File: src/rtl/ffcba_pkg.sv
// ----------------------------------------------------------------------------
// ffcba_pkg
// Shared types and constants of the first-fit contiguous block allocator.
// ----------------------------------------------------------------------------
package ffcba_pkg;

  // map size and derived widths
  localparam int NUM_BLOCKS = 128;
  localparam int IDX_W      = $clog2(NUM_BLOCKS);
  localparam int CNT_RAW_W  = $clog2(NUM_BLOCKS + 1);
  // wide enough for block counts, positions and the map size itself
  localparam int CMP_W      = ((CNT_RAW_W > 8) ? CNT_RAW_W : 8) + 1;

  // payload widths
  localparam int OP_W    = 1;
  localparam int COUNT_W = 8;
  localparam int FIRST_W = 7;
  localparam int START_W = 7;

  typedef enum logic [OP_W-1:0] {
    OP_ALLOC = 1'b0,
    OP_FREE  = 1'b1
  } op_e;

  typedef enum logic [1:0] {
    ST_IDLE,
    ST_SCAN,
    ST_RESP
  } state_e;

  // broadcast control for the ring of map cells
  typedef struct packed {
    logic             shift;     // rotate the ring by one cell
    logic             clr;       // mark the tail cells used while shifting
    logic [CMP_W-1:0] clr_from;  // first cell index that gets marked used
  } cell_ctl_t;

endpackage

File: src/rtl/ffcba_if.sv
// ----------------------------------------------------------------------------
// ffcba request / response interfaces
// Valid/ready channels carrying allocator requests and responses.
// ----------------------------------------------------------------------------
interface ffcba_req_if import ffcba_pkg::*; ();
  logic               valid;
  logic               ready;
  logic [OP_W-1:0]    operation;
  logic [COUNT_W-1:0] block_count;
  logic [FIRST_W-1:0] first_block;

  modport source (output valid, operation, block_count, first_block, input ready);
  modport sink   (input valid, operation, block_count, first_block, output ready);
endinterface

interface ffcba_rsp_if import ffcba_pkg::*; ();
  logic               valid;
  logic               ready;
  logic [START_W-1:0] run_start;
  logic               ok;

  modport source (output valid, run_start, ok, input ready);
  modport sink   (input valid, run_start, ok, output ready);
endinterface

File: src/rtl/first_fit_contiguous_block_allocator.sv
// Timing: after acceptance the ring rotates one cell per cycle past the
//   sequencer for one full rotation, then the response is loaded into the
//   output register, waiting while a previous response is still unaccepted.
//   A new transaction is accepted only after the response is loaded, so
//   transactions never overlap.
// Reset: asynchronous, active low; every block becomes free, no response pending.
// ----------------------------------------------------------------------------
// first_fit_contiguous_block_allocator
// First-fit allocator of contiguous block runs over a free map kept in a ring.
// ----------------------------------------------------------------------------
module first_fit_contiguous_block_allocator import ffcba_pkg::*; (
  input  logic        clk_i,
  input  logic        rst_ni,
  ffcba_req_if.sink   req_i,
  ffcba_rsp_if.source rsp_o
);

  // the free map lives in a ring of cells that rotates toward cell 0;
  // after k shifts cell 0 holds block k, so the sequencer sees the map
  // one block per cycle in ascending order and the ring is back in place
  // after NUM_BLOCKS shifts
  //
  // allocate: when a run of the requested length ends at the head, its
  // blocks sit in the top cells after the shift, so all cells from
  // NUM_BLOCKS - count upward load a used bit in that same cycle
  //
  // free: the head bit re-enters at the tail, forced free when its block
  // lies inside the requested run; blocks past the map never show up

  cell_ctl_t             cell_ctl;
  logic                  tail_set;
  logic [NUM_BLOCKS-1:0] free_bits;

  ffcba_ctrl u_ctrl (
    .clk_i       (clk_i),
    .rst_ni      (rst_ni),
    .req         (req_i),
    .rsp         (rsp_o),
    .head_free_i (free_bits[0]),
    .ctl_o       (cell_ctl),
    .tail_set_o  (tail_set)
  );

  for (genvar i = 0; i < NUM_BLOCKS; i++) begin : g_cell
    logic nbr;
    logic set;

    // last cell closes the ring and takes the (possibly freed) head bit
    if (i == NUM_BLOCKS - 1) begin : g_tail
      assign nbr = free_bits[0];
      assign set = tail_set;
    end else begin : g_body
      assign nbr = free_bits[i+1];
      assign set = 1'b0;
    end

    ffcba_cell u_cell (
      .clk_i  (clk_i),
      .rst_ni (rst_ni),
      .ctl_i  (cell_ctl),
      .idx_i  (CMP_W'(i)),
      .set_i  (set),
      .nbr_i  (nbr),
      .free_o (free_bits[i])
    );
  end

endmodule

File: src/rtl/ffcba_cell.sv
// ----------------------------------------------------------------------------
// ffcba_cell
// One free-map bit of the rotating ring; takes its neighbor's bit on shift.
// ----------------------------------------------------------------------------
module ffcba_cell import ffcba_pkg::*; (
  input  logic             clk_i,
  input  logic             rst_ni,
  input  cell_ctl_t        ctl_i,
  input  logic [CMP_W-1:0] idx_i,
  input  logic             set_i,
  input  logic             nbr_i,
  output logic             free_o
);

  logic free_q, free_d;

  always_comb begin
    free_d = free_q;
    if (ctl_i.shift) begin
      if (ctl_i.clr && (idx_i >= ctl_i.clr_from)) begin
        free_d = 1'b0;
      end else begin
        free_d = nbr_i | set_i;
      end
    end
  end

  always_ff @(posedge clk_i or negedge rst_ni) begin
    if (!rst_ni) begin
      free_q <= 1'b1;
    end else begin
      free_q <= free_d;
    end
  end

  assign free_o = free_q;

endmodule

File: src/rtl/ffcba_ctrl.sv
// ----------------------------------------------------------------------------
// ffcba_ctrl
// Sequencer: watches the ring head, counts free runs, drives marking.
// ----------------------------------------------------------------------------
module ffcba_ctrl import ffcba_pkg::*; (
  input  logic      clk_i,
  input  logic      rst_ni,
  ffcba_req_if.sink   req,
  ffcba_rsp_if.source rsp,
  input  logic      head_free_i,
  output cell_ctl_t ctl_o,
  output logic      tail_set_o
);

  state_e state_q, state_d;

  logic [IDX_W-1:0]   pos_q, pos_d;
  logic [CMP_W-1:0]   run_q, run_d;
  logic               found_q, found_d;
  logic [START_W-1:0] start_q, start_d;
  logic [OP_W-1:0]    op_q;
  logic [CMP_W-1:0]   cnt_q;
  logic [CMP_W-1:0]   first_q;
  logic               rsp_valid_q;
  logic [START_W-1:0] rsp_start_q;
  logic               rsp_ok_q;

  logic             accept;
  logic             scan;
  logic             last_pos;
  logic             load_rsp;
  logic [CMP_W-1:0] pos_ext;
  logic [CMP_W-1:0] run_inc;
  logic             cnt_ok;
  logic             hit;
  logic             in_range;
  logic [CMP_W-1:0] start_full;

  assign pos_ext    = CMP_W'(pos_q);
  assign run_inc    = run_q + CMP_W'(1);
  assign cnt_ok     = (cnt_q != '0) && (cnt_q <= CMP_W'(NUM_BLOCKS));
  assign last_pos   = (pos_q == IDX_W'(NUM_BLOCKS - 1));
  assign start_full = pos_ext + CMP_W'(1) - cnt_q;
  assign in_range   = (pos_ext >= first_q) && ((pos_ext - first_q) < cnt_q);

  // next state
  always_comb begin
    state_d = state_q;
    case (state_q)
      ST_IDLE: if (req.valid) state_d = ST_SCAN;
      ST_SCAN: if (last_pos) state_d = ST_RESP;
      ST_RESP: if (!rsp_valid_q || rsp.ready) state_d = ST_IDLE;
      default: state_d = ST_IDLE;
    endcase
  end

  // outputs
  always_comb begin
    req.ready = 1'b0;
    scan      = 1'b0;
    load_rsp  = 1'b0;
    case (state_q)
      ST_IDLE: req.ready = 1'b1;
      ST_SCAN: scan = 1'b1;
      ST_RESP: load_rsp = !rsp_valid_q || rsp.ready;
      default: ;
    endcase
  end

  assign accept = req.valid && req.ready;
  assign hit    = scan && (op_q == OP_ALLOC) && cnt_ok && !found_q &&
                  head_free_i && (run_inc == cnt_q);

  assign ctl_o.shift    = scan;
  assign ctl_o.clr      = hit;
  assign ctl_o.clr_from = CMP_W'(NUM_BLOCKS) - cnt_q;
  assign tail_set_o     = scan && (op_q == OP_FREE) && in_range;

  // scan bookkeeping
  always_comb begin
    pos_d   = pos_q;
    run_d   = run_q;
    found_d = found_q;
    start_d = start_q;
    if (accept) begin
      pos_d   = '0;
      run_d   = '0;
      found_d = 1'b0;
      start_d = '0;
    end else if (scan) begin
      pos_d = pos_q + IDX_W'(1);
      run_d = head_free_i ? run_inc : '0;
      if (hit) begin
        found_d = 1'b1;
        start_d = start_full[START_W-1:0];
      end
    end
  end

  always_ff @(posedge clk_i or negedge rst_ni) begin
    if (!rst_ni) begin
      state_q     <= ST_IDLE;
      pos_q       <= '0;
      run_q       <= '0;
      found_q     <= 1'b0;
      rsp_valid_q <= 1'b0;
    end else begin
      state_q <= state_d;
      pos_q   <= pos_d;
      run_q   <= run_d;
      found_q <= found_d;
      if (load_rsp) begin
        rsp_valid_q <= 1'b1;
      end else if (rsp.ready) begin
        rsp_valid_q <= 1'b0;
      end
    end
  end

  // payload registers
  always_ff @(posedge clk_i) begin
    start_q <= start_d;
    if (accept) begin
      op_q    <= req.operation;
      cnt_q   <= CMP_W'(req.block_count);
      first_q <= CMP_W'(req.first_block);
    end
    if (load_rsp) begin
      rsp_start_q <= (op_q == OP_ALLOC) ? start_q : '0;
      rsp_ok_q    <= (op_q == OP_FREE) || found_q;
    end
  end

  assign rsp.valid     = rsp_valid_q;
  assign rsp.run_start = rsp_start_q;
  assign rsp.ok        = rsp_ok_q;

endmodule
File: src/flat_wrapper.sv
// flat-port wrapper written by rule: the top's interface ports become plain ports
module first_fit_contiguous_block_allocator_flat import ffcba_pkg::*;
  (clk_i, rst_ni, req_i_valid, req_i_operation, req_i_block_count, req_i_first_block, req_i_ready, rsp_o_valid, rsp_o_run_start, rsp_o_ok, rsp_o_ready);
  ffcba_req_if req_i_i ();
  ffcba_rsp_if rsp_o_i ();
  input  logic clk_i;
  input  logic rst_ni;
  input wire logic [$bits(req_i_i.valid)-1:0] req_i_valid;
  input wire logic [$bits(req_i_i.operation)-1:0] req_i_operation;
  input wire logic [$bits(req_i_i.block_count)-1:0] req_i_block_count;
  input wire logic [$bits(req_i_i.first_block)-1:0] req_i_first_block;
  output wire logic [$bits(req_i_i.ready)-1:0] req_i_ready;
  output wire logic [$bits(rsp_o_i.valid)-1:0] rsp_o_valid;
  output wire logic [$bits(rsp_o_i.run_start)-1:0] rsp_o_run_start;
  output wire logic [$bits(rsp_o_i.ok)-1:0] rsp_o_ok;
  input wire logic [$bits(rsp_o_i.ready)-1:0] rsp_o_ready;
  assign req_i_i.valid = req_i_valid;
  assign req_i_i.operation = req_i_operation;
  assign req_i_i.block_count = req_i_block_count;
  assign req_i_i.first_block = req_i_first_block;
  assign req_i_ready = req_i_i.ready;
  assign rsp_o_valid = rsp_o_i.valid;
  assign rsp_o_run_start = rsp_o_i.run_start;
  assign rsp_o_ok = rsp_o_i.ok;
  assign rsp_o_i.ready = rsp_o_ready;
  first_fit_contiguous_block_allocator u_core (.clk_i(clk_i), .rst_ni(rst_ni), .req_i(req_i_i), .rsp_o(rsp_o_i));
endmodule
File: config.mk
export PLATFORM = sky130hd
export DESIGN_NAME = first_fit_contiguous_block_allocator_flat
export DESIGN_NICKNAME = d
export VERILOG_FILES = /design/src/rtl/ffcba_pkg.sv /design/src/rtl/ffcba_if.sv /design/src/rtl/first_fit_contiguous_block_allocator.sv /design/src/rtl/ffcba_cell.sv /design/src/rtl/ffcba_ctrl.sv /design/src/flat_wrapper.sv
export SDC_FILE = /design/constraint.sdc
export NUM_CORES = 1
export LEC_CHECK = 0
export BUFFER_PORTS_ARGS = -buffer_cell sky130_fd_sc_hd__buf_2
export CORE_AREA = 3 3 147 149
export DETAILED_ROUTE_END_ITERATION = 12
export DIE_AREA = 0 0 150 152
export PLACE_DENSITY = 0.65
export SYNTH_ARGS = -nofsm -noshare
export SYNTH_HDL_FRONTEND = slang
export SYNTH_SLANG_ARGS = --single-unit
File: constraint.sdc
create_clock -name clk_i -period 6.3 [get_ports clk_i]
set_clock_uncertainty 0.05 [all_clocks]
set_input_delay 0.63 -clock clk_i [delete_from_list [all_inputs] [get_ports clk_i]]
set_output_delay 0.63 -clock clk_i [all_outputs]
set_load 0.02 [all_outputs]
=== Word level (Yosys, flattened, before mapping) ===
Index checks and enable logic that the tools add are counted.

* Input bits: 20
* Register bits after elaboration: 179
* Output and inout port bits: 10
* Word-level logic and storage cells: 580
* Latch bits: 0
* Memories: 0
* RAM bits: 0
* Bits in read-only memories: 0

* Shift operators: 0
* $lt $le $gt $ge: 131
* Div/mod/pow operators: 0
* Mux-type cells: 145
* Equal/unequal tests: 7
* $add $sub $neg: 6
* Reductions and logical operators: 150
* Multiply operators: 0
* Bitwise logic cells: 2

{| class="wikitable"
|+ Operators by type and width
! operator !! count
|-
| 7-bit by 9-bit >= comparator with 1-bit output (first input constant) || 64
|-
| 6-bit by 9-bit >= comparator with 1-bit output (first input constant) || 32
|-
| 5-bit by 9-bit >= comparator with 1-bit output (first input constant) || 16
|-
| 1-bit logical AND || 138
|-
| 1-bit 2-to-1 mux || 136
|-
| 4-bit by 9-bit >= comparator with 1-bit output (first input constant) || 8
|-
| 3-bit by 9-bit >= comparator with 1-bit output (first input constant) || 4
|-
| 9-bit 2-to-1 mux || 3
|-
| 1-bit by 9-bit >= comparator with 1-bit output (first input constant) || 2
|-
| 2-bit by 9-bit >= comparator with 1-bit output (first input constant) || 2
|-
| 7-bit by 1-bit adder with 7-bit output (second input constant) || 2
|-
| 7-bit 2-to-1 mux || 2
|-
| 9-bit by 1-bit adder with 9-bit output (second input constant) || 1
|-
| 9-bit by 8-bit equality test with 1-bit output || 1
|-
| 9-bit by 8-bit < comparator with 1-bit output || 1
|-
| 9-bit nonzero test || 1
|-
| 8-bit by 8-bit subtractor with 9-bit output (first input constant) || 1
|-
| 8-bit less-or-equal comparator (second input constant) || 1
|-
| 7-bit by 7-bit subtractor with 8-bit output || 1
|-
| 7-bit equality test (second input constant) || 1
|-
| 7-bit >= comparator || 1
|-
| 7-bit subtractor || 1
|-
| 2-bit 2-to-1 mux || 3
|-
| 2-bit != test (second input constant) || 3
|-
| other kinds (11) || 16
|}

=== Longest topological paths before layout ===
Gate-level depths: netlist (run 1).

* Word-level depth: 10
* Depth in mapped cells: 14
* Gate-level depth less buffers: 14

=== Modules after synthesis ===
From an unflattened synthesis (run 1), not the netlist that was laid out.

* Cell total of the unflattened synthesis: 4789
* Area, all modules: 37168.1 µm²

{| class="wikitable"
|+ By module, submodules not included
! module !! cells an instance !! seq. area each (µm²) !! area each (µm²) !! times used
|-
| ffcba_cell || 35 || 26.3 || 266.5 || 128
|-
| ffcba_ctrl || 307 || 1361.3 || 3047.9 || 1
|-
| first_fit_contiguous_block_allocator || 2 || 0.0 || 7.5 || 1
|}

=== Worst setup path before layout (run 1) ===
No wires, ideal clock.

* Path type: flip-flop to flip-flop
* Start: register u_core.u_ctrl.cnt_q[0]
* End: register u_core.g_cell[106].u_cell.free_q
* Library setup time: 80 ps
* Arrival: 2826 ps
* Path buffers: 3
* Stages on the path, launching flop included: 13
* Setup slack: 3345 ps
* Period minus slack after synthesis: 2955 ps
* Data required time: 6170 ps
* Cell sequence: edfxtp_1 > buf_2 > buf_1 > inv_1 > ha_1 > o21bai_1 > a21bo_2 > o211ai_2 > nor4_4 > nand2_2 > buf_6 > or4_1 > a32o_1

* Longest elaborated chain between the ends: 8
* Elaborated cells on any way between the ends: 12
* Classes of those cells: 1 x add/sub; 2 x order compare; 1 x eq/ne; 1 x mux; 7 x reduce/logical

{| class="wikitable"
|+ RTL lines
! element !! line !! RTL
|-
| start: declaration || ffcba_ctrl.sv:22 || <nowiki>logic [CMP_W-1:0] cnt_q;</nowiki>
|-
| start signal: assignment || ffcba_ctrl.sv:125 || <nowiki>cnt_q <= CMP_W'(req.block_count);</nowiki>
|-
| parallel branches: the longest is 6 deep, another holds 8-bit by 8-bit subtractor with 9-bit output || n/a ||
|-
| 1-bit logical AND (*) || ffcba_cell.sv:20 || <nowiki>if (ctl_i.clr && (idx_i >= ctl_i.clr_from)) begin</nowiki>
|-
| 1-bit 2-to-1 mux (*) || ffcba_cell.sv:20 ||
|-
| end signal: assignment || ffcba_cell.sv:32 || <nowiki>free_q <= free_d;</nowiki>
|-
| end: declaration || ffcba_cell.sv:15 || <nowiki>logic free_q, free_d;</nowiki>
|}

Mark *: on every way between the ends.
A chain may end at the register's enable or synchronous reset.

=== Worst setup path in the final report (run 1) ===
* Start: register u_core.u_ctrl.cnt_q[0]
* End: register u_core.g_cell[63].u_cell.free_q

* Longest elaborated chain between the ends: 8
* Elaborated cells on any way between the ends: 12
* Classes of those cells: 1 x add/sub; 2 x order compare; 1 x eq/ne; 1 x mux; 7 x reduce/logical

{| class="wikitable"
|+ RTL lines
! element !! line
|-
| parallel branches: the longest is 6 deep, another holds 8-bit by 8-bit subtractor with 9-bit output || n/a
|-
| 1-bit logical AND (*) || ffcba_cell.sv:20
|-
| 1-bit 2-to-1 mux (*) || ffcba_cell.sv:20
|-
| end signal: assignment || ffcba_cell.sv:32
|-
| end: declaration || ffcba_cell.sv:15
|}

Marked as above.

==> results of run 1 <==
==> registers in the layout, indices dropped and copies added, names as in the netlist <==
signal,count
u_core.u_ctrl.op_q,1
u_core.u_ctrl.rsp.valid,1
u_core.u_ctrl.first_q,7
u_core.g_cell.u_cell.free_o,128
u_core.u_ctrl.start_q,7
u_core.u_ctrl.run_q,9
u_core.u_ctrl.state_q,2
u_core.u_ctrl.rsp.run_start,7
u_core.u_ctrl.rsp.ok,1
u_core.u_ctrl.pos_q,7
u_core.u_ctrl.found_q,1
u_core.u_ctrl.cnt_q,8
==> placed cells by master (no fill, tap or decap), types with 20 or more instances in the layout <==
| cell type | n |
|---|---|
| nor2_1 | 44 |
| a21oi_1 | 97 |
| inv_1 | 27 |
| nand2_1 | 206 |
| dfrtp_1 | 20 |
| edfxtp_1 | 24 |
| buf_2 | 28 |
| mux2i_1 | 42 |
| a21o_1 | 29 |
| nand3_1 | 27 |
| dfstp_2 | 128 |
| o21ai_0 | 102 |
| o211ai_1 | 25 |
| ha_1 | 29 |
==> worst max-delay path, delay by kind of cell, from the launching register on <==
family                   cells  cell delay [ps]
adder cells (fa/ha/maj)      1              460
AO/OA/AOI/OAI                3              690
AND/OR/NAND/NOR              4             1950
flip-flops                   1              660
buffers and inverters        1              230
==> logic make-up after synthesis <==
kind of cell / count (synthesis) / synth area share, %
and+or+nand+nor: 380 / 17.6
AOI/OAI and AO/OA: 340 / 20.6
DFF: 179 / 46.8
buffers and inverters: 106 / 4.36
muxes: 44 / 4.41
adders and majority gates: 31 / 3.99
xor gates and xnor gates: 25 / 2.24
==> path summary, 6_finish.rpt <==
| kind | slack, ps | endpoint | start | cells after the start |
|---|---|---|---|---|
| setup / recovery | 2130 | u_core.g_cell[63].u_cell.free_o | u_core.u_ctrl.cnt_q[0] | 9 |
| hold / removal | 190 | u_core.u_ctrl.run_q[6] | rst_ni | 1 |
| min in group clk_i | 310 | u_core.u_ctrl.first_q[5] | req_i_first_block[5] | 1 |
| max in group asynchronous | 4710 | u_core.g_cell[13].u_cell.free_o | rst_ni | 2 |
| setup reg to reg | 2130 | u_core.g_cell[63].u_cell.free_o | u_core.u_ctrl.cnt_q[0] | 9 |
| hold reg to reg | 400 | u_core.u_ctrl.start_q[1] | u_core.u_ctrl.start_q[1] | 2 |
==> where the power goes <==
part	switching, mW	internal, mW	leakage [nW]
clock network	0.491	0.581	0.293
registers	0.209	1.70	1.87
logic	0.507	0.391	2.52
==> area by class of cell <==
class                   count  area, um2
clock buffers              18        450
clock inverters            14        144
fillers                  1861       9330
inverters                  28        105
multi-input cells         820       4960
flip-flops and latches    179       4720
well taps                 270        338
repair buffers             41        241
==> routing by layer <==
metal / wire length, um / up-vias / track usage (%)
met5: 0 / - / 0
met4: 987 / 0 / 8.80
met3: 1880 / 86 / 5.15
met2: 11900 / 339 / 34.6
met1: 13100 / 4044 / 38.4
li1: - / 3920 / -
==> impl_metrics.tcl, run 1 <==
set metrics [dict create \
    p_total_mw 3.88 \
    core_mm2 0.0203 \
    route.vias.total 8389 \
    tritoncts "done" \
    cts_max_level 4 \
    via_per_inst 6.12 \
    setup_violations 0 \
    worstPathCellList "inv_1 > ha_1 > o21bai_1 > a21bo_2 > nand4b_1 > nor4_2 > nand2_1 > nor2_2 > o21ai_0" \
    grt_pass1_wl_mm 44.6 \
    crit_required_ps 6580 \
    critical_path.max_fanout 31 \
    cap_violations 0 \
    end_kind "flop" \
    startpoint_type "flop" \
    critPathKind "flop to flop" \
    cpPeakStageDelay_ps 1070 \
    ys_ff_latch 179 \
    cts_buffer_depth 2 \
    syn-mean-instance-area_um2 9.14 \
    maxSlewViolCount 0 \
    grt_usage_pct 24.9 \
    routabilityCongestion 1.02 \
    dp_hpwl_mm 19.1 \
    async_flop_share_pct 82.7 \
    synthCells 1105 \
    min_period_over_period_pct 66.3 \
    root_buffer "clkbuf_16" \
    synth_top_area_share_pct 33.3 \
    post_cts_resized 0 \
    critPathArrivalTime_ps 4450 \
    utilization_pct 54.0 \
    chipHeight_um 152 \
    ys_seq_area_share_pct 46.8 \
    dpl_cell_area_mm2 0.0104 \
    synth_edf_count 24 \
    path_clk_slew_ps 70 \
    chipWidth_um 150 \
    rows 52 \
    io_pins 30 \
    wl_mm 27.8 \
    yosysWarnings 0 \
    rsz0062_at_grt "no" \
    drt-initial-drc-count 766 \
    place_ws_ps 2230 \
    place_inst 1338 \
    area_growth_syn_to_layout_pct 8.61 \
    ir_drop_v 0.000181 \
    fin_ws_ps 2130 \
    grt_max_degree 86 \
    setup_tns_ps 0 \
    die_area_mm2 0.0228 \
    cts_sinks 179 \
    outcome "complete, no violations" \
    synth_most_common_cell "nand2_1" \
    antenna_cells 0 \
    final_hold_viol_count 0 \
    hold_ws_ps 190 \
    cts_made_buffers 17 \
    grt_pass1_vias 7750 \
    ant_nets 0 \
    tightest_slew_ps 1270 \
    syn-num-nets 1156 \
    finalNonFillerCells 1370 \
    initial_core_util_pct 49.7 \
    postCtsSetupRepairBufs 0 \
    ys_types 77 \
    fin_crit_ps 4170 \
    io_buffer_count 29 \
    gr-total-overflow 0 \
    cts_hold_buf 0 \
    final_area_mm2 0.0110 \
    hp-class "primary input to async pin" \
    wl_per_cell_um 20.3 \
    p_per_area_mw_per_mm2 354 \
    yosys-top-cells-count "206 x nand2_1, 128 x dfstp_2, 102 x o21ai_0" \
    synthTopCellsByArea "dfstp_2 33%, nand2_1 7.7%, edfxtp_1 7.1%" \
    cp_slowest_cell "nor2_2" \
    drc_errors 0 \
    p_leak_nw 4.69 \
    drive_gt1_share_pct 21.0 \
    synth_top_area_cell "dfstp_2" \
    layout.nets 1138 \
    synth_flop_cell "dfstp_2" \
    dr.pass1.iters 7 \
    slew_headroom_pct 14.7 \
    antenna_found_initial 0 \
    worstSkewPairLatency_ps 440 \
    fmax_mhz 240 \
    synth_area_mm2 0.0101 \
]
Power figures use the tool's default switching activity.
==> inputs of run 2 (changes only) <==
==> constraint.sdc (replaced) <==
create_clock -name clk_i -period 3.9 [get_ports clk_i]
set_clock_uncertainty 0.05 [all_clocks]
set_input_delay 0.39 -clock clk_i [delete_from_list [all_inputs] [get_ports clk_i]]
set_output_delay 0.39 -clock clk_i [all_outputs]
set_load 0.02 [all_outputs]
==> impl_metrics.tcl, run 2 (synthesized netlist as in run 1, its figures left out) <==
set metrics [dict create \
    outcome "complete, no violations" \
    drt-initial-drc-count 684 \
    cts_sinks 179 \
    path_clk_slew_ps 70 \
    power.internal_mw 4.37 \
    io_pins 30 \
    ant_nets 0 \
    hp-start "req_i_first_block[1]" \
    via_per_inst 6.00 \
    wl_mm 28.5 \
    tritoncts "done" \
    area_growth_syn_to_layout_pct 10.2 \
    postCtsSetupRepairBufs 0 \
    dpl_cell_area_mm2 0.0106 \
    grt_max_degree 95 \
    root_buffer "clkbuf_16" \
    route.vias.total 8350 \
    post_cts_resized 0 \
    tightest_slew_ps 981 \
    critPathArrivalTime_ps 3810 \
    antenna_cells 0 \
    hold_depth 1 \
    grt_usage_pct 25.4 \
    fmax_mhz 285 \
    dp_hpwl_mm 19.7 \
    gr-total-overflow 0 \
    slew_headroom_pct 34.3 \
    cts_buffer_depth 2 \
    min_period_over_period_pct 89.9 \
    crit_required_ps 4200 \
    finalNonFillerCells 1392 \
    seq_area_mm2 0.00472 \
    setup_tns_ps 0 \
    timing.rr.start "u_core.u_ctrl.cnt_q[0]" \
    crit_path_start "u_core.u_ctrl.cnt_q[0]" \
    startpoint_type "flop" \
    final_cell_mix "206 x nand2_1, 128 x dfstp_2, 102 x o21ai_0" \
    end_kind "flop" \
    cts_made_buffers 17 \
    core_mm2 0.0203 \
    ir_drop_v 0.000269 \
    drc_errors 0 \
    cap_violations 0 \
    power_switching_mw 1.89 \
    routabilityCongestion 0.961 \
    layout.nets 1161 \
    dr.pass1.iters 5 \
    grt_pass1_vias 7817 \
    sw_frac_of_total_pct 30.2 \
    rows 52 \
    seqPwrFrac_pct 49.4 \
    cts_max_level 4 \
    chipWidth_um 150 \
    critPathKind "flop to flop" \
    io_buffer_count 29 \
    multiInputGateArea_mm2 0.00496 \
    place_inst 1360 \
    grt_pass1_wl_mm 45.8 \
    setup_violations 0 \
    initial_core_util_pct 49.7 \
    critical_path.max_fanout 14 \
    chipHeight_um 152 \
    final_hold_viol_count 0 \
    die_area_mm2 0.0228 \
    r2r.worst_path.cells 9 \
    final_area_mm2 0.0111 \
    largest_reg_flops 128 \
    worstSkewPairLatency_ps 430 \
    antenna_found_initial 0 \
    hp-class "primary input to flop" \
    p_leak_nw 4.79 \
    power_frac_clock_pct 27.2 \
    drive_gt1_share_pct 22.1 \
    final_common_cell "nand2_1" \
    fin_crit_ps 3510 \
    fillers 1906 \
    wl_per_cell_um 20.5 \
    p_comb_share_pct 23.5 \
    rsz0062_at_grt "no" \
    p_per_area_mw_per_mm2 562 \
    maxSlewViolCount 0 \
]
-- run 2: final cells by class --
type                    count  area share, %
flip-flops and latches    179           42.5
clock inverters             8          0.899
multi-input cells         820           44.6
repair buffers             64           3.86
well taps                 270           3.04
clock buffers              23           4.21
inverters                  28          0.944
-- run 2: layer usage --
| layer | vias up | track usage (%) | share of wire [%] |
|---|---|---|---|
| met3 | 39 | 5.33 | 7.3 |
| li1 | 3953 | - | - |
| met4 | 0 | 6.58 | 2.1 |
| met2 | 311 | 35.3 | 43 |
| met1 | 4047 | 40.1 | 47 |
| met5 | - | 0 | 0 |
-- run 2: timing repair --
item | 4_1_cts | 5_1_grt
setup endpoints to repair | 0 | 0
hold buffers | 1 | 0
endpoints found under the hold margin | 20 | 0
-- run 2: stage by stage --
| stage | hold slack (ps) | util [%] | worst slack, ps | power [mW] |
|---|---|---|---|---|
| global placement | 331 | 52.0 | 560 | 4.52 |
| CTS | 65.0 | 54.8 | 510 | 6.30 |
| detailed placement | 334 | 52.0 | 559 | 4.57 |
| global route | 65.8 | 54.8 | 235 | 6.66 |
| floorplan | 44.4 | - | 945 | 4.12 |
| finish | 75.6 | 54.8 | 393 | 6.25 |
-- run 2: critical path: stages (launching register included) --
cell	delay, ps
edfxtp_1	380
inv_1	130
ha_1	450
nor3b_2	410
xnor2_1	150
nor2_1	600
o21ai_0	360
a211oi_1	610
nand2_1	110
a21oi_1	170
-- run 2: path summary, 6_finish.rpt --
| check | to | slack [ps] |
|---|---|---|
| setup / recovery | u_core.g_cell[58].u_cell.free_o | 390 |
| hold / removal | u_core.u_ctrl.first_q[1] | 80 |
| setup reg to reg | u_core.g_cell[58].u_cell.free_o | 390 |
| hold reg to reg | u_core.u_ctrl.start_q[3] | 400 |
| max in group asynchronous | u_core.g_cell[114].u_cell.free_o | 2460 |
| min in group asynchronous | u_core.u_ctrl.run_q[3] | 420 |
-- run 2: power groups by stage --
stage          combinational, mW  sequential, mW  clock [mW]
2_1_floorplan               1.14            2.98           0
3_3_place_gp                1.43            3.10           0
3_5_place_dp                1.46            3.11           0
4_1_cts                     1.47            3.08        1.74
5_1_grt                     1.68            3.16        1.82
6_report                    1.47            3.09        1.70
==> inputs of run 3 (changes only) <==
--- a/config.mk
+++ b/config.mk
@@ -5,11 +5,12 @@
 export SDC_FILE = /design/constraint.sdc
 export NUM_CORES = 1
 export LEC_CHECK = 0
+export ABC_AREA = 1
 export BUFFER_PORTS_ARGS = -buffer_cell sky130_fd_sc_hd__buf_2
-export CORE_AREA = 3 3 147 149
+export CORE_AREA = 3 3 151 153
 export DETAILED_ROUTE_END_ITERATION = 12
-export DIE_AREA = 0 0 150 152
-export PLACE_DENSITY = 0.65
+export DIE_AREA = 0 0 154 156
+export PLACE_DENSITY = 0.66
 export SYNTH_ARGS = -nofsm -noshare
 export SYNTH_HDL_FRONTEND = slang
 export SYNTH_SLANG_ARGS = --single-unit
==> impl_metrics.tcl, run 3 <==
set metrics [dict create \
    outcome "complete, but fails checks" \
    violations "hold timing" \
    initial_core_util_pct 49.7 \
    grt_pass1_wl_mm 51.9 \
    antenna_found_initial 0 \
    cts_sinks 179 \
    setup_violations 0 \
    cts_max_level 4 \
    synth_area_mm2 0.0108 \
    synthTopCellsByArea "dfstp_2 31%, nand2_1 18%, nand3_1 7.5%" \
    post_cts_resized 0 \
    routabilityCongestion 0.993 \
    syn-num-nets 1540 \
    cts_hold_buf 0 \
    grt_util_met2_pct 40.1 \
    multiInputGateArea_mm2 0.00520 \
    synth_top_area_cell "dfstp_2" \
    synth_most_common_cell "nand2_1" \
    min_period_over_period_pct 77.8 \
    wl_per_cell_um 17.8 \
    grt_pass1_vias 9443 \
    wl_mm 31.8 \
    grt_use_met3_pct 4.36 \
    io_buffer_count 29 \
    path_clk_slew_ps 70 \
    tightest_slew_ps 887 \
    crit_required_ps 4210 \
    area_growth_syn_to_layout_pct 9.67 \
    end_kind "flop" \
    dpl_cell_area_mm2 0.0111 \
    setup_tns_ps 0 \
    chipHeight_um 156 \
    p_leak_nw 5.06 \
    critPathArrivalTime_ps 3350 \
    hold_ws_ps -27.7 \
    critPathKind "flop to flop" \
    critical_path.max_fanout 22 \
    via_per_inst 5.44 \
    ir_drop_v 0.000247 \
    async_flop_share_pct 82.7 \
    critPathMostFrequentCell "nand2_1" \
    rows 54 \
    startpoint_type "flop" \
    utilization_pct 54.5 \
    drive_gt1_share_pct 17.7 \
    synth_top_area_share_pct 31.2 \
    largest_reg_flops 128 \
    antenna_cells 0 \
    worstSkewPairLatency_ps 440 \
    cts_made_buffers 17 \
    cpPeakStageDelay_ps 470 \
    fillers 2085 \
    gr-total-overflow 0 \
    maxSlewViolCount 0 \
    tritoncts "done" \
    postCtsSetupRepairBufs 0 \
    p_per_area_mw_per_mm2 427 \
    synth_flop_cell "dfstp_2" \
    ant_nets 0 \
    final_area_mm2 0.0118 \
    cap_violations 0 \
    layout.nets 1548 \
    core_mm2 0.0217 \
    ys_types 41 \
    root_buffer "clkbuf_16" \
    fmax_mhz 330 \
    dr.pass1.iters 5 \
    grt_usage_pct 27.2 \
    place_ws_ps 896 \
    slew_headroom_pct 40.8 \
    worstPathCellList "inv_1 > ha_1 > inv_1 > nor2_4 > nand3_2 > nand2_2 > nand3_2 > inv_4 > nand2_1 > o21ai_0 > nand2_1 > nand3_1 > nand2_1" \
    timing.rr.start "u_core.u_ctrl.cnt_q[1]" \
    grt_max_degree 92 \
    cp_slowest_cell "edfxtp_1" \
    drt-initial-drc-count 948 \
    route.vias.total 9738 \
    final_cell_mix "526 x nand2_1, 161 x nand3_1, 139 x nor2_1" \
    dp_hpwl_mm 22.3 \
    crit_path_start "u_core.u_ctrl.cnt_q[1]" \
    drc_errors 0 \
    yosysWarnings 0 \
    ys_ff_latch 179 \
    seq_area_mm2 0.00472 \
    busiest_layer "met1" \
    rsz0062_at_grt "no" \
    synth_edf_count 24 \
    syn-mean-instance-area_um2 7.24 \
    hp-class "primary input to async pin" \
    fin_crit_ps 3030 \
    final_hold_viol_count 4 \
    cts_buffer_depth 2 \
    yosys-top-cells-count "527 x nand2_1, 161 x nand3_1, 139 x nor2_1" \
    grtUsageMet1_pct 41.0 \
    final_common_cell "nand2_1" \
    die_area_mm2 0.0240 \
    io_pins 30 \
    chipWidth_um 154 \
    ys_seq_area_share_pct 43.8 \
    r2r_slack_ps 870 \
    fin_ws_ps 865 \
    synthCells 1489 \
]
[run 3: final cells by class]
class                      instances  area share, %
multi-input combinational       1106           44.0
timing repair buffer              51           2.78
sequential                       179           40.0
clock buffer                      18           3.63
inverter                         142           4.57
clock inverter                    14           2.11
tap                              280           2.96
[run 3: per-stage QoR]
step	power, mW	cells
final	5.05	1790
after global routing	5.31	1790
after CTS	5.08	1790
after detailed placement	3.06	1758
after global placement	3.05	1758
after floorplan	2.78	1489
[run 3: cells by family after synthesis]
family | share of synthesized area, %
AND/OR/NAND/NOR | 34.5
flip-flops | 43.8
adder cells (fa/ha/maj) | 3.74
AO/OA/AOI/OAI | 9.00
buffers and inverters | 8.01
XOR/XNOR | 0.894
[run 3: path summary, 6_finish.rpt]
path	end	depth (start not counted)
setup / recovery	u_core.g_cell[30].u_cell.free_o	13
hold / removal	u_core.u_ctrl.found_q	1
setup reg to reg	u_core.g_cell[30].u_cell.free_o	13
hold reg to reg	u_core.u_ctrl.start_q[1]	2
max in group asynchronous	u_core.g_cell[103].u_cell.free_o	2
min in group clk_i	u_core.u_ctrl.first_q[4]	1
[run 3: power breakdown]
part           total (mW)  switching [mW]  internal, mW  leakage [nW]
registers            2.09          0.0956          2.00          1.86
clock network        2.01           0.790          1.22         0.325
logic               0.952           0.606         0.345          2.87
total                5.05            1.49          3.56          5.06
[run 3: layer usage]
metal	routed length (um)	share of wire, %
met1	15100	48
met3	2250	7.1
met2	13500	43
met5	0	0
met4	887	2.8
[run 3: critical path, delay by kind of cell (launching register included)]
kind	cells	cell delay, ps
compound gates	1	230
simple gates	8	1400
fa+ha+maj	1	190
buf+inv	3	620
flops	1	470
